**config.mk**
```make
export PLATFORM = sky130hd
export DESIGN_NAME = rsps_fifo
export DESIGN_NICKNAME = d
export VERILOG_FILES = /design/src/rtl/core/rsps_pkg.sv /design/src/rtl/core/rsps_fifo.sv
export SDC_FILE = /design/constraint.sdc
export NUM_CORES = 1
export LEC_CHECK = 0
export BUFFER_PORTS_ARGS = -buffer_cell sky130_fd_sc_hd__buf_2
export CORE_MARGIN = 2
export CORE_UTILIZATION = 40
export DETAILED_ROUTE_END_ITERATION = 12
export PLACE_DENSITY = 0.61
export SYNTH_ARGS = -nofsm -noshare
export SYNTH_HDL_FRONTEND = slang
export SYNTH_SLANG_ARGS = --single-unit
```
**constraint.sdc**
```tcl
create_clock -name aclk -period 14.2 [get_ports aclk]
set_input_delay 0.71 -clock aclk [delete_from_list [all_inputs] [get_ports aclk]]
set_output_delay 0.71 -clock aclk [all_outputs]
set_load 0.05 [all_outputs]
```
**src/rtl/core/rsps_pkg.sv**
```systemverilog
package rsps_pkg;

    localparam int SEG_NUM      = 5;
    localparam int LEN_W        = 32;
    localparam int FRAC_BITS    = 16;
    localparam int ANG_BITS     = 30;
    localparam int ANG_SHIFT    = ANG_BITS - FRAC_BITS;
    localparam int HW           = 36;
    localparam int MAG_W        = HW + ANG_SHIFT;
    localparam int MOD_STEPS    = 18;
    localparam int ZW           = 34;
    localparam int CORDIC_STEPS = 16;
    localparam int TRIG_W       = ZW - ANG_SHIFT;
    localparam int TRIG_LAT     = MOD_STEPS + CORDIC_STEPS + 4;
    localparam int FIFO_DEPTH   = 4;
    localparam int FIFO_PTR_W   = $clog2(FIFO_DEPTH);
    localparam int RAD_W        = 31;
    localparam int CFG_IDX_W    = 3;
    localparam int CFG_DATA_W   = 64;

    localparam logic [1:0] KIND_NONE     = 2'd0;
    localparam logic [1:0] KIND_LEFT     = 2'd1;
    localparam logic [1:0] KIND_RIGHT    = 2'd2;
    localparam logic [1:0] KIND_STRAIGHT = 2'd3;

    localparam logic [CFG_IDX_W-1:0] REG_SEG_PAIR_A  = 3'd0;
    localparam logic [CFG_IDX_W-1:0] REG_SEG_PAIR_B  = 3'd1;
    localparam logic [CFG_IDX_W-1:0] REG_SEG_LAST    = 3'd2;
    localparam logic [CFG_IDX_W-1:0] REG_SEG_KINDS   = 3'd3;
    localparam logic [CFG_IDX_W-1:0] REG_TURN_RADIUS = 3'd4;
    localparam logic [CFG_IDX_W-1:0] REG_START_X     = 3'd5;
    localparam logic [CFG_IDX_W-1:0] REG_START_Y     = 3'd6;
    localparam logic [CFG_IDX_W-1:0] REG_START_HEAD  = 3'd7;

    localparam logic [RAD_W-1:0] RADIUS_RESET = 31'd65536;

    localparam logic [MAG_W-1:0]  TWO_PI_MAG = 50'd6746518852;
    localparam logic signed [ZW-1:0] TWO_PI_Q30 = 34'sd6746518852;
    localparam logic signed [ZW-1:0] PI_Q30     = 34'sd3373259426;
    localparam logic signed [ZW-1:0] HALF_PI_Q30 = 34'sd1686629713;
    localparam logic signed [ZW-1:0] GAIN_Q30   = 34'sd652032874;

    localparam logic signed [ZW-1:0] ATAN_TAB [0:23] = '{
        34'sd843314857, 34'sd497837830, 34'sd263043837, 34'sd133525159,
        34'sd67021688, 34'sd33543515, 34'sd16775851, 34'sd8388438,
        34'sd4194293, 34'sd2097149, 34'sd1048576, 34'sd524288,
        34'sd262144, 34'sd131072, 34'sd65536, 34'sd32768,
        34'sd16384, 34'sd8192, 34'sd4096, 34'sd2048,
        34'sd1024, 34'sd512, 34'sd256, 34'sd128
    };

    typedef struct packed {
        logic [SEG_NUM-1:0][LEN_W-1:0] seg_len;
        logic [2*SEG_NUM-1:0]          kinds;
        logic [RAD_W-1:0]              radius;
        logic [31:0]                   start_x;
        logic [31:0]                   start_y;
        logic [31:0]                   start_heading;
    } cfg_t;

    typedef struct packed {
        logic [SEG_NUM:0][HW-1:0]      hd;
        logic [SEG_NUM-1:0][LEN_W-1:0] v;
        logic [SEG_NUM-1:0][1:0]       kind;
    } walk_t;

    typedef struct packed {
        logic [SEG_NUM-1:0][LEN_W-1:0] v;
        logic [SEG_NUM-1:0][1:0]       kind;
        logic [HW-1:0]                 hfin;
    } side_t;

    function automatic logic [31:0] sat32(input logic signed [63:0] val);
        if (val > 64'sd2147483647) begin
            return 32'h7FFF_FFFF;
        end else if (val < -64'sd2147483648) begin
            return 32'h8000_0000;
        end
        return val[31:0];
    endfunction

endpackage

```
**src/rtl/core/rsps_fifo.sv**
```systemverilog
module rsps_fifo import rsps_pkg::*; (
    input  logic  aclk,
    input  logic  aresetn,
    input  logic  push,
    input  walk_t din,
    output logic  full,
    input  logic  pop,
    output walk_t dout,
    output logic  empty
);

    walk_t                 mem [FIFO_DEPTH];
    logic [FIFO_PTR_W-1:0] wr_ptr_reg;
    logic [FIFO_PTR_W-1:0] rd_ptr_reg;
    logic [FIFO_PTR_W:0]   cnt_reg;

    assign full  = (cnt_reg == (FIFO_PTR_W+1)'(FIFO_DEPTH));
    assign empty = (cnt_reg == '0);
    assign dout  = mem[rd_ptr_reg];

    always_ff @(posedge aclk) begin
        if (push) begin
            mem[wr_ptr_reg] <= din;
        end
    end

    always_ff @(posedge aclk) begin
        if (!aresetn) begin
            wr_ptr_reg <= '0;
            rd_ptr_reg <= '0;
            cnt_reg    <= '0;
        end else begin
            if (push) begin
                wr_ptr_reg <= wr_ptr_reg + 1'b1;
            end
            if (pop) begin
                rd_ptr_reg <= rd_ptr_reg + 1'b1;
            end
            if (push && !pop) begin
                cnt_reg <= cnt_reg + 1'b1;
            end else if (pop && !push) begin
                cnt_reg <= cnt_reg - 1'b1;
            end
        end
    end

endmodule

```
==> flow_summary.json <==
{
  "grt.total_usage_pct": 16.4,
  "placed_area_um2": 62100,
  "wl_per_cell_um": 24.2,
  "cts_buffer_depth": 3,
  "cts_root_buf": "clkbuf_16",
  "hold_path.class": "input port to register",
  "path_class": "register to primary output",
  "finalCritPeriodShare_pct": 37.9,
  "final.setup.tns_ns": 0,
  "netlist_area_um2": 56200,
  "max_freq_mhz": 186,
  "cp_max_fo": 103,
  "fillerInstances": 11300,
  "synth_top_family_by_area": "multiplexers",
  "hold_slack_ns": 0.131,
  "critical_path_buf_inv_count": 4,
  "cp.arrival_ns": 4.67,
  "syn_nets": 2455,
  "worst_setup_path_end_kind": "primary output",
  "slew_violations": 0,
  "die_width_um": 379,
  "drive_gt1_share_pct": 46.0,
  "post-cts-setup-buffer-count": 0,
  "clock_sinks": 1553,
  "synth-seq-cells": 1553,
  "io_pins": 778,
  "ctsResizeCount": 0,
  "hpwlAfterDp_mm": 75.4,
  "start_util_pct": 40.3,
  "skew_ns": 0.0412,
  "layout.nets": 3336,
  "avgViaCountPerCell": 5.07,
  "report.final.setup_viol": 0,
  "area_growth_syn_to_layout_pct": 19.6,
  "synth_compound_area_share_pct": 0.0223,
  "synth.distinct_cells": 20,
  "clk_pin_slew_ns": 0.06,
  "dieArea_um2": 143000,
  "worstPathCellList": "buf_4, buf_12, buf_4, mux4_2, buf_2",
  "rsz0062_at_grt": "no",
  "portBuffers": 777,
  "fin_util_pct": 48.2,
  "setup_ws_ns": 8.82,
  "crit_path_top_delay_cell": "buf_4",
  "syn_inst": 2059,
  "synthAdderAreaFrac_pct": 0.147,
  "tightest_slew_ns": 1.10,
  "drt_first_pass_iters": 5,
  "postCtsHoldBufs": 0,
  "place.gp.congestion": 0.776,
  "cpLargestDelayFamily": "buffers and inverters",
  "antenna_found_initial": 60,
  "grt_pass1_wl_mm": 173,
  "synth_area_per_cell_um2": 27.3,
  "cts_max_level": 4,
  "postLayoutCellArea_um2": 67200,
  "grt-ovfl-total": 0,
  "cts_tree": "built",
  "synth_xor_area_share_pct": 0.0780,
  "ys_warn_count": 0,
  "cp-start-kind": "register",
  "cts_buffers": 160,
  "grt_pass1_vias": 26600,
  "clock_latency_ns": 0.79,
  "first_iter_violations": 1989,
  "yosys.area.top_type": "edfxtp_1",
  "ant_nets": 0,
  "p_leak_nw": 22.2,
  "synth_top_area_share_pct": 82.5,
  "dp_slack_ns": 9.15,
  "drv_cap": 0,
  "synth.yosys.seq_area_share_pct": 82.9,
  "wl_mm": 120,
  "crit_top_cell": "buf_4",
  "largest_reg_flops": 1544,
  "status": "completed",
  "hold_viol": 0,
  "synthMuxAreaShare_pct": 15.5,
  "synth_area_leaders": "edfxtp_1 83%, mux4_2 15%, buf_6 0.78%",
  "num_rows": 137,
  "power_density_nw_per_um2": 161,
  "vdd_drop_max_v": 0.000136,
  "critPathMaxStageDelay_ns": 0.79,
  "period_minus_slack_ns": 5.38,
  "grt_start_max_net_pins": 139,
  "synth_simple_gate_area_share_pct": 0.163,
  "cp.required_ns": 13.49,
  "coreArea_um2": 139000,
  "drc_errors": 0,
  "die_h_um": 379,
  "slew-limit-headroom_pct": 26.9,
  "vias": 25200
}
layout by cell type, fill, tap and decap left out, drive strengths merged:
master    Yosys  layout
a21boi        1       1
and2          9       9
buf          79     805
bufinv        0       8
clkbuf        7     209
clkinv        0      71
clkinvlp      0       3
dfxtp         9       9
diode         0      20
edfxtp     1544    1544
fa            1       1
ha            5       5
inv           4       9
mux2i         2       2
mux4        386     386
nand2         1       1
nor2b         2       2
nor3          1       1
nor3b         1       1
o21ai         1       1
or3           1       1
xnor2         2       2
xor2          3       3
worst register-to-register path, stage by stage, from the launching register on:
cell	delay [ns]
dfxtp_1	0.41
ha_1	0.19
and2_4	0.75
buf_4	0.87
buf_4	0.90
buf_4	0.93
path summary, 6_finish.rpt:
| kind | startpoint | end | slack (ns) | depth (start not counted) |
|---|---|---|---|---|
| max | register | dout[244] | 8.82 | 5 |
| max reg2reg | wr_ptr_reg[0] | mem[3][316] | 9.61 | 5 |
| min | din[225] | mem[0][225] | 0.13 | 1 |
| min reg2reg | cnt_reg[2] | cnt_reg[2] | 0.52 | 2 |
final cells by class:
type	instances	area (µm²)	share of cell area, %
Clock inverter	87	801	1.19
Inverter	4	15.0	0.0224
Timing Repair Buffer	805	4190	6.23
Multi-Input combinational cell	416	8950	13.3
Tap cell	1876	2350	3.49
Sequential cell	1553	46600	69.3
Antenna cell	20	50.0	0.0745
Clock buffer	209	4260	6.34
layer usage:
| metal | up-vias | part of all wire (%) | global-route usage (%) |
|---|---|---|---|
| met4 | 58 | 3.5 | 7.00 |
| met1 | 13200 | 36 | 18.9 |
| met2 | 839 | 52 | 27.5 |
| met3 | 275 | 8.1 | 5.93 |
| li1 | 10800 | - | - |
| met5 | - | 0.30 | 0 |
synthesized netlist by cell type:
| cell | instances |
|---|---|
| xor2_1 | 3 |
| o21ai_0 | 1 |
| inv_1 | 4 |
| nand2_1 | 1 |
| a21boi_0 | 1 |
| buf_6 | 39 |
| buf_2 | 40 |
| xnor2_1 | 2 |
| nor3_1 | 1 |
| and2_1 | 9 |
| or3_1 | 1 |
| clkbuf_1 | 7 |
| edfxtp_1 | 1544 |
| ha_1 | 5 |
| mux2i_1 | 2 |
| nor3b_1 | 1 |
| fa_1 | 1 |
| nor2b_1 | 2 |
| mux4_2 | 386 |
| dfxtp_1 | 9 |
power by group:
| group | internal, W | switching, W |
|---|---|---|
| Combinational | 0.000415 | 0.00107 |
| Clock | 0.00228 | 0.00171 |
| Sequential | 0.00528 | 0.0000511 |
cells by family after synthesis:
kind of cell | count (synthesis)
flops | 1553
mux | 388
buf+inv | 90
simple gates | 15
fa+ha+maj | 6
xor+xnor | 5
compound gates | 2
through the flow:
step / total power [W] / cells
floorplan: 0.00659 / 2059
global placement: 0.00690 / 4654
detailed placement: 0.00693 / 4654
CTS: 0.0109 / 4950
global route: 0.0112 / 4966
finish: 0.0108 / 4970
No activity file was read; power rests on OpenSTA's default activity.
