### config.mk
export PLATFORM = sky130hd
export DESIGN_NAME = rsps_front
export DESIGN_NICKNAME = d
export VERILOG_FILES = /design/src/rtl/core/rsps_pkg.sv /design/src/rtl/core/rsps_front.sv
export SDC_FILE = /design/constraint.sdc
export NUM_CORES = 2
export LEC_CHECK = 0
export BUFFER_PORTS_ARGS = -buffer_cell sky130_fd_sc_hd__clkbuf_2
export CAP_MARGIN = 20
export CELL_PAD_IN_SITES_DETAIL_PLACEMENT = 1
export CELL_PAD_IN_SITES_GLOBAL_PLACEMENT = 1
export CORE_UTILIZATION = 49
export CTS_CLUSTER_SIZE = 16
export DETAILED_ROUTE_END_ITERATION = 8
export HOLD_SLACK_MARGIN = 0.06
export PLACE_DENSITY = 0.93
export SYNTH_ARGS = -nofsm -noshare
export SYNTH_HDL_FRONTEND = slang
export SYNTH_SLANG_ARGS = --single-unit
export TNS_END_PERCENT = 5
### constraint.sdc
create_clock -name aclk -period 58.7 [get_ports aclk]
set_clock_uncertainty 0.05 [all_clocks]
set_input_delay 11.74 -clock aclk [delete_from_list [all_inputs] [get_ports aclk]]
set_output_delay 11.74 -clock aclk [all_outputs]
set_load 0.1 [all_outputs]
### src/rtl/core/rsps_pkg.sv
package rsps_pkg;

    localparam int SEG_NUM      = 5;
    localparam int LEN_W        = 32;
    localparam int FRAC_BITS    = 16;
    localparam int ANG_BITS     = 30;
    localparam int ANG_SHIFT    = ANG_BITS - FRAC_BITS;
    localparam int HW           = 36;
    localparam int MAG_W        = HW + ANG_SHIFT;
    localparam int MOD_STEPS    = 18;
    localparam int ZW           = 34;
    localparam int CORDIC_STEPS = 16;
    localparam int TRIG_W       = ZW - ANG_SHIFT;
    localparam int TRIG_LAT     = MOD_STEPS + CORDIC_STEPS + 4;
    localparam int FIFO_DEPTH   = 4;
    localparam int FIFO_PTR_W   = $clog2(FIFO_DEPTH);
    localparam int RAD_W        = 31;
    localparam int CFG_IDX_W    = 3;
    localparam int CFG_DATA_W   = 64;

    localparam logic [1:0] KIND_NONE     = 2'd0;
    localparam logic [1:0] KIND_LEFT     = 2'd1;
    localparam logic [1:0] KIND_RIGHT    = 2'd2;
    localparam logic [1:0] KIND_STRAIGHT = 2'd3;

    localparam logic [CFG_IDX_W-1:0] REG_SEG_PAIR_A  = 3'd0;
    localparam logic [CFG_IDX_W-1:0] REG_SEG_PAIR_B  = 3'd1;
    localparam logic [CFG_IDX_W-1:0] REG_SEG_LAST    = 3'd2;
    localparam logic [CFG_IDX_W-1:0] REG_SEG_KINDS   = 3'd3;
    localparam logic [CFG_IDX_W-1:0] REG_TURN_RADIUS = 3'd4;
    localparam logic [CFG_IDX_W-1:0] REG_START_X     = 3'd5;
    localparam logic [CFG_IDX_W-1:0] REG_START_Y     = 3'd6;
    localparam logic [CFG_IDX_W-1:0] REG_START_HEAD  = 3'd7;

    localparam logic [RAD_W-1:0] RADIUS_RESET = 31'd65536;

    localparam logic [MAG_W-1:0]  TWO_PI_MAG = 50'd6746518852;
    localparam logic signed [ZW-1:0] TWO_PI_Q30 = 34'sd6746518852;
    localparam logic signed [ZW-1:0] PI_Q30     = 34'sd3373259426;
    localparam logic signed [ZW-1:0] HALF_PI_Q30 = 34'sd1686629713;
    localparam logic signed [ZW-1:0] GAIN_Q30   = 34'sd652032874;

    localparam logic signed [ZW-1:0] ATAN_TAB [0:23] = '{
        34'sd843314857, 34'sd497837830, 34'sd263043837, 34'sd133525159,
        34'sd67021688, 34'sd33543515, 34'sd16775851, 34'sd8388438,
        34'sd4194293, 34'sd2097149, 34'sd1048576, 34'sd524288,
        34'sd262144, 34'sd131072, 34'sd65536, 34'sd32768,
        34'sd16384, 34'sd8192, 34'sd4096, 34'sd2048,
        34'sd1024, 34'sd512, 34'sd256, 34'sd128
    };

    typedef struct packed {
        logic [SEG_NUM-1:0][LEN_W-1:0] seg_len;
        logic [2*SEG_NUM-1:0]          kinds;
        logic [RAD_W-1:0]              radius;
        logic [31:0]                   start_x;
        logic [31:0]                   start_y;
        logic [31:0]                   start_heading;
    } cfg_t;

    typedef struct packed {
        logic [SEG_NUM:0][HW-1:0]      hd;
        logic [SEG_NUM-1:0][LEN_W-1:0] v;
        logic [SEG_NUM-1:0][1:0]       kind;
    } walk_t;

    typedef struct packed {
        logic [SEG_NUM-1:0][LEN_W-1:0] v;
        logic [SEG_NUM-1:0][1:0]       kind;
        logic [HW-1:0]                 hfin;
    } side_t;

    function automatic logic [31:0] sat32(input logic signed [63:0] val);
        if (val > 64'sd2147483647) begin
            return 32'h7FFF_FFFF;
        end else if (val < -64'sd2147483648) begin
            return 32'h8000_0000;
        end
        return val[31:0];
    endfunction

endpackage

### src/rtl/core/rsps_front.sv
module rsps_front import rsps_pkg::*; (
    input  logic                    aclk,
    input  logic                    aresetn,
    input  cfg_t                    cfg,
    input  logic                    s_valid,
    output logic                    s_ready,
    input  logic signed [LEN_W-1:0] s_arc_length,
    input  logic                    q_full,
    output logic                    q_push,
    output walk_t                   q_data
);

    logic                    en;
    logic [SEG_NUM:0]        vld_reg;
    logic signed [LEN_W-1:0] rem_reg [SEG_NUM];
    walk_t                   walk_reg [SEG_NUM+1];
    walk_t                   walk_init;
    walk_t                   walk_nx [SEG_NUM];
    logic signed [LEN_W-1:0] rem_nx [SEG_NUM];
    logic signed [LEN_W-1:0] len_w [SEG_NUM];
    logic signed [LEN_W-1:0] v_w [SEG_NUM];
    logic signed [HW-1:0]    dh_w [SEG_NUM];

    assign en      = !q_full;
    assign s_ready = en;
    assign q_push  = en && vld_reg[SEG_NUM];
    assign q_data  = walk_reg[SEG_NUM];

    always_comb begin
        walk_init = '0;
        walk_init.hd[0] = HW'($signed(cfg.start_heading));
    end

    always_comb begin
        for (int j = 0; j < SEG_NUM; j++) begin
            len_w[j] = $signed(cfg.seg_len[j]);
            if (rem_reg[j] > 0) begin
                if (len_w[j] < 0) begin
                    v_w[j]    = (-rem_reg[j] > len_w[j]) ? -rem_reg[j] : len_w[j];
                    rem_nx[j] = rem_reg[j] + v_w[j];
                end else begin
                    v_w[j]    = (rem_reg[j] < len_w[j]) ? rem_reg[j] : len_w[j];
                    rem_nx[j] = rem_reg[j] - v_w[j];
                end
            end else begin
                v_w[j]    = '0;
                rem_nx[j] = rem_reg[j];
            end
            case (cfg.kinds[2*j +: 2])
                KIND_LEFT:  dh_w[j] = HW'(v_w[j]);
                KIND_RIGHT: dh_w[j] = -HW'(v_w[j]);
                default:    dh_w[j] = '0;
            endcase
            walk_nx[j]           = walk_reg[j];
            walk_nx[j].v[j]      = v_w[j];
            walk_nx[j].kind[j]   = cfg.kinds[2*j +: 2];
            walk_nx[j].hd[j+1]   = $signed(walk_reg[j].hd[j]) + dh_w[j];
        end
    end

    always_ff @(posedge aclk) begin
        if (!aresetn) begin
            vld_reg <= '0;
        end else if (en) begin
            vld_reg <= {vld_reg[SEG_NUM-1:0], s_valid};
        end
    end

    always_ff @(posedge aclk) begin
        if (en) begin
            rem_reg[0]  <= s_arc_length;
            walk_reg[0] <= walk_init;
            for (int j = 0; j < SEG_NUM; j++) begin
                walk_reg[j+1] <= walk_nx[j];
            end
            for (int j = 0; j < SEG_NUM - 1; j++) begin
                rem_reg[j+1] <= rem_nx[j];
            end
        end
    end

endmodule

==> flow_summary_export.csv <==
group,metric,value,unit
grt,grt-ovfl-total,0,
finish,drive_above_1_share,12.97,%
synth,synth_seq_cells,1408,
cts,cts-resized-gates,0,
drt,vias,71570,
sta,relSlewSlack,14.73,%
floorplanning,core_area,170200,sq um
synth,syn-cell-area,84360,sq um
critical_path,crit_buf_inv,3,
sta,hold_viol_final,0,
floorplanning,die_w,416.9,microns
synth,async_reset_ff_share,0,%
grt,grt.total_usage,38.19,%
cts,clock-sinks,1408,
synth,ys_warn_count,0,
worst_hold_path,hp-class,"reg -> reg",
critical_path,cp.arrival,13140,ps
synth,ys.flop_type,"edfxtp_1",
sta,period_needed,24930,ps
critical_path,cp_slowest_stage_delay,570,ps
sta,tns,0,ps
drt,totalWireLength,339600,microns
grt,grt_max_degree,96,
synth,synth-edff-count,1402,
drt,post_drt_via_cell_ratio,6.576,
sta,setup_violations,0,
synth,synth_top_cell_by_area,"edfxtp_1",
critical_path,critPathCaptureType,"output port",
sta,drv_slew,0,
critical_path,crit_path_frequent_cell,"clkbuf_2",
cts,postCtsHoldBufs,0,
outcome,status,"finished clean",
cts,insertion_delay,860,ps
drt,drc,0,
finish,area_growth,12.96,%
cts,tritoncts.num_buffers,148,
synth,avgSynthCellArea,10.72,sq um
floorplanning,die_y,416.9,microns
cts,cts-htree-levels,4,
finish,final_area,95290,sq um
cts,clk_pin_slew_worst_paths,60,ps
synth,synthCells,7866,
critical_path,path_class,"in -> out",
floorplanning,rows,151,
floorplanning,num_io_pins,721,
placed_design,io_buffers,625,
grt,grt_pass1_vias,72502,
cts,root_buffer,"clkbuf_16",
synth,synth_fp_nets,8846,
floorplanning,start_util,49.56,%
synth,yosys-top-cells-area,"edfxtp_1, ha_1, xnor2_1",
critical_path,cpMaxStageDelayCell,"clkbuf_2",
cts,cts_setup_buffers,0,
synth,yosysTopAreaCellShare,49.91,%
critical_path,required,46910,ps
synth,synthMostInstantiatedCell,"edfxtp_1",
critical_path,crit_family,"buffers and inverters",
sta,final.period_utilization,42.47,%
placed_design,placed_cell_area,90010,sq um
run,max_cap_viol_count,0,
synth,synth_common_cells,"edfxtp_1, nor2_1, ha_1",
grt,grt_pass1_wl,489800,microns
critical_path,critPathMaxFanout,88,
sta,rsz0062_at_grt,"no",
sta,worst_pin_slew,1247,ps
power_and_ir_drop,ir_drop,0.03445,mV
finish,largest_register_ffs,1242,
drt,drt_iter0_drc,7426,
cts,cts_tree,"done",
drt,ant_nets,0,
power_and_ir_drop,leakage,0.03781,uW
critical_path,cp-start-kind,"primary input",
placed_design,gp_congestion,0.9878,
grt,antenna_found_initial,47,
finish,final_nets,9422,
sta,max_freq,40.12,MHz
drt,drtPass1Iterations,6,
cts,cts_buffer_depth,3,
power_and_ir_drop,power.density,44.60,nW/um^2
placed_design,dp_hpwl,248500,microns
synth,yosysSeqAreaShare,50.05,%
synth,ys_types,107,
floorplanning,die_area,173800,sq um
critical_path,crit_chain,"clkbuf_2 > inv_8 > clkbuf_2",
drt,wl_per_cell,31.21,microns
metrics by stage:
stage / total power, uW / hold slack, ps / instances / util (%) / setup slack [ps]
after global placement: 3065 / 351.0 / 10574 / 52.87 / 33870
after detailed placement: 3168 / 355.1 / 10576 / 52.88 / 33800
final: 4250 / 353.0 / 10884 / 55.98 / 33770
after CTS: 4199 / 351.8 / 10845 / 55.85 / 33790
after floorplan: 2674 / 350.3 / 7866 / - / 7485
after global routing: 4381 / 356.8 / 10878 / 55.97 / 33720
cell usage in the layout, fill, tap and decap left out, types with 50 or more instances in the layout:
cell type / n
xor2_1: 220
buf_4: 119
nand2b_1: 69
nor3_1: 228
nor2_1: 655
o211ai_1: 77
nand4_1: 84
clkbuf_16: 150
edfxtp_1: 1402
and3_1: 59
clkbuf_2: 626
nor4_1: 84
xnor2_1: 387
a21oi_1: 552
or3_1: 69
a22oi_1: 77
nor2b_1: 68
inv_1: 356
a211oi_1: 106
ha_1: 638
nand2_1: 589
a31oi_1: 90
o21ai_0: 443
o21bai_1: 50
nand3_1: 205
a21o_1: 159
mux2i_1: 157
o21a_1: 66
worst paths after layout:
kind	end	slack [ps]	from	cells after the start
setup / recovery	s_ready	33770	q_full	3
hold reg to reg	walk_reg[5][257]$_DFFE_PN_	350	walk_reg[4][257]$_DFFE_PN_	0
setup reg to reg	walk_reg[1][240]$_DFFE_PN_	45930	rem_reg[0][24]$_DFFE_PN_	36
hold / removal	walk_reg[5][257]$_DFFE_PN_	350	walk_reg[4][257]$_DFFE_PN_	0
cell type report:
cell class              instances  area [sq um]
multi-input cells            5770         39550
clock buffers                 175          3867
inverters                     360          1359
repair buffers                754          4161
clock inverters                94          1194
fillers                     18249         74930
flip-flops and latches       1408         42220
well taps                    2295          2872
diodes                         28         70.07
worst register-to-register path, delay by kind of cell, from the launching register on:
kind / cells / cell delay (ps)
xor+xnor: 2 / 350
flops: 1 / 620
fa+ha+maj: 2 / 900
simple gates: 17 / 6770
compound gates: 14 / 3500
buf+inv: 1 / 280
cells by family (layout without fill, tap and decap cells):
kind of cell,Yosys count,in the layout,synth area share [%]
and+or+nand+nor,2315,2315,13.27
DFF,1408,1408,50.05
adders and majority gates,647,647,9.676
AOI/OAI and AO/OA,2020,2020,15.34
other,0,28,0
buffers and inverters,688,1383,3.159
muxes,180,180,2.173
xor gates and xnor gates,608,608,6.330
metal layers:
metal / routed length (microns) / up-vias / share of wire, % / global-route usage (%)
met5: 161 / - / 0.047 / 0
met2: 158200 / 4259 / 47 / 62.60
met3: 27600 / 1377 / 8.1 / 7.865
met1: 118000 / 35249 / 35 / 42.28
li1: - / 30657 / - / -
met4: 35690 / 28 / 11 / 33.44
power by group:
group | internal (uW) | total [uW] | switching (uW)
combinational | 542 | 1740 | 1200
clock | 559 | 1000 | 442
sequential | 1310 | 1510 | 192
total | 2410 | 4250 | 1840
Note: power is estimated with default switching activity, not from simulation.
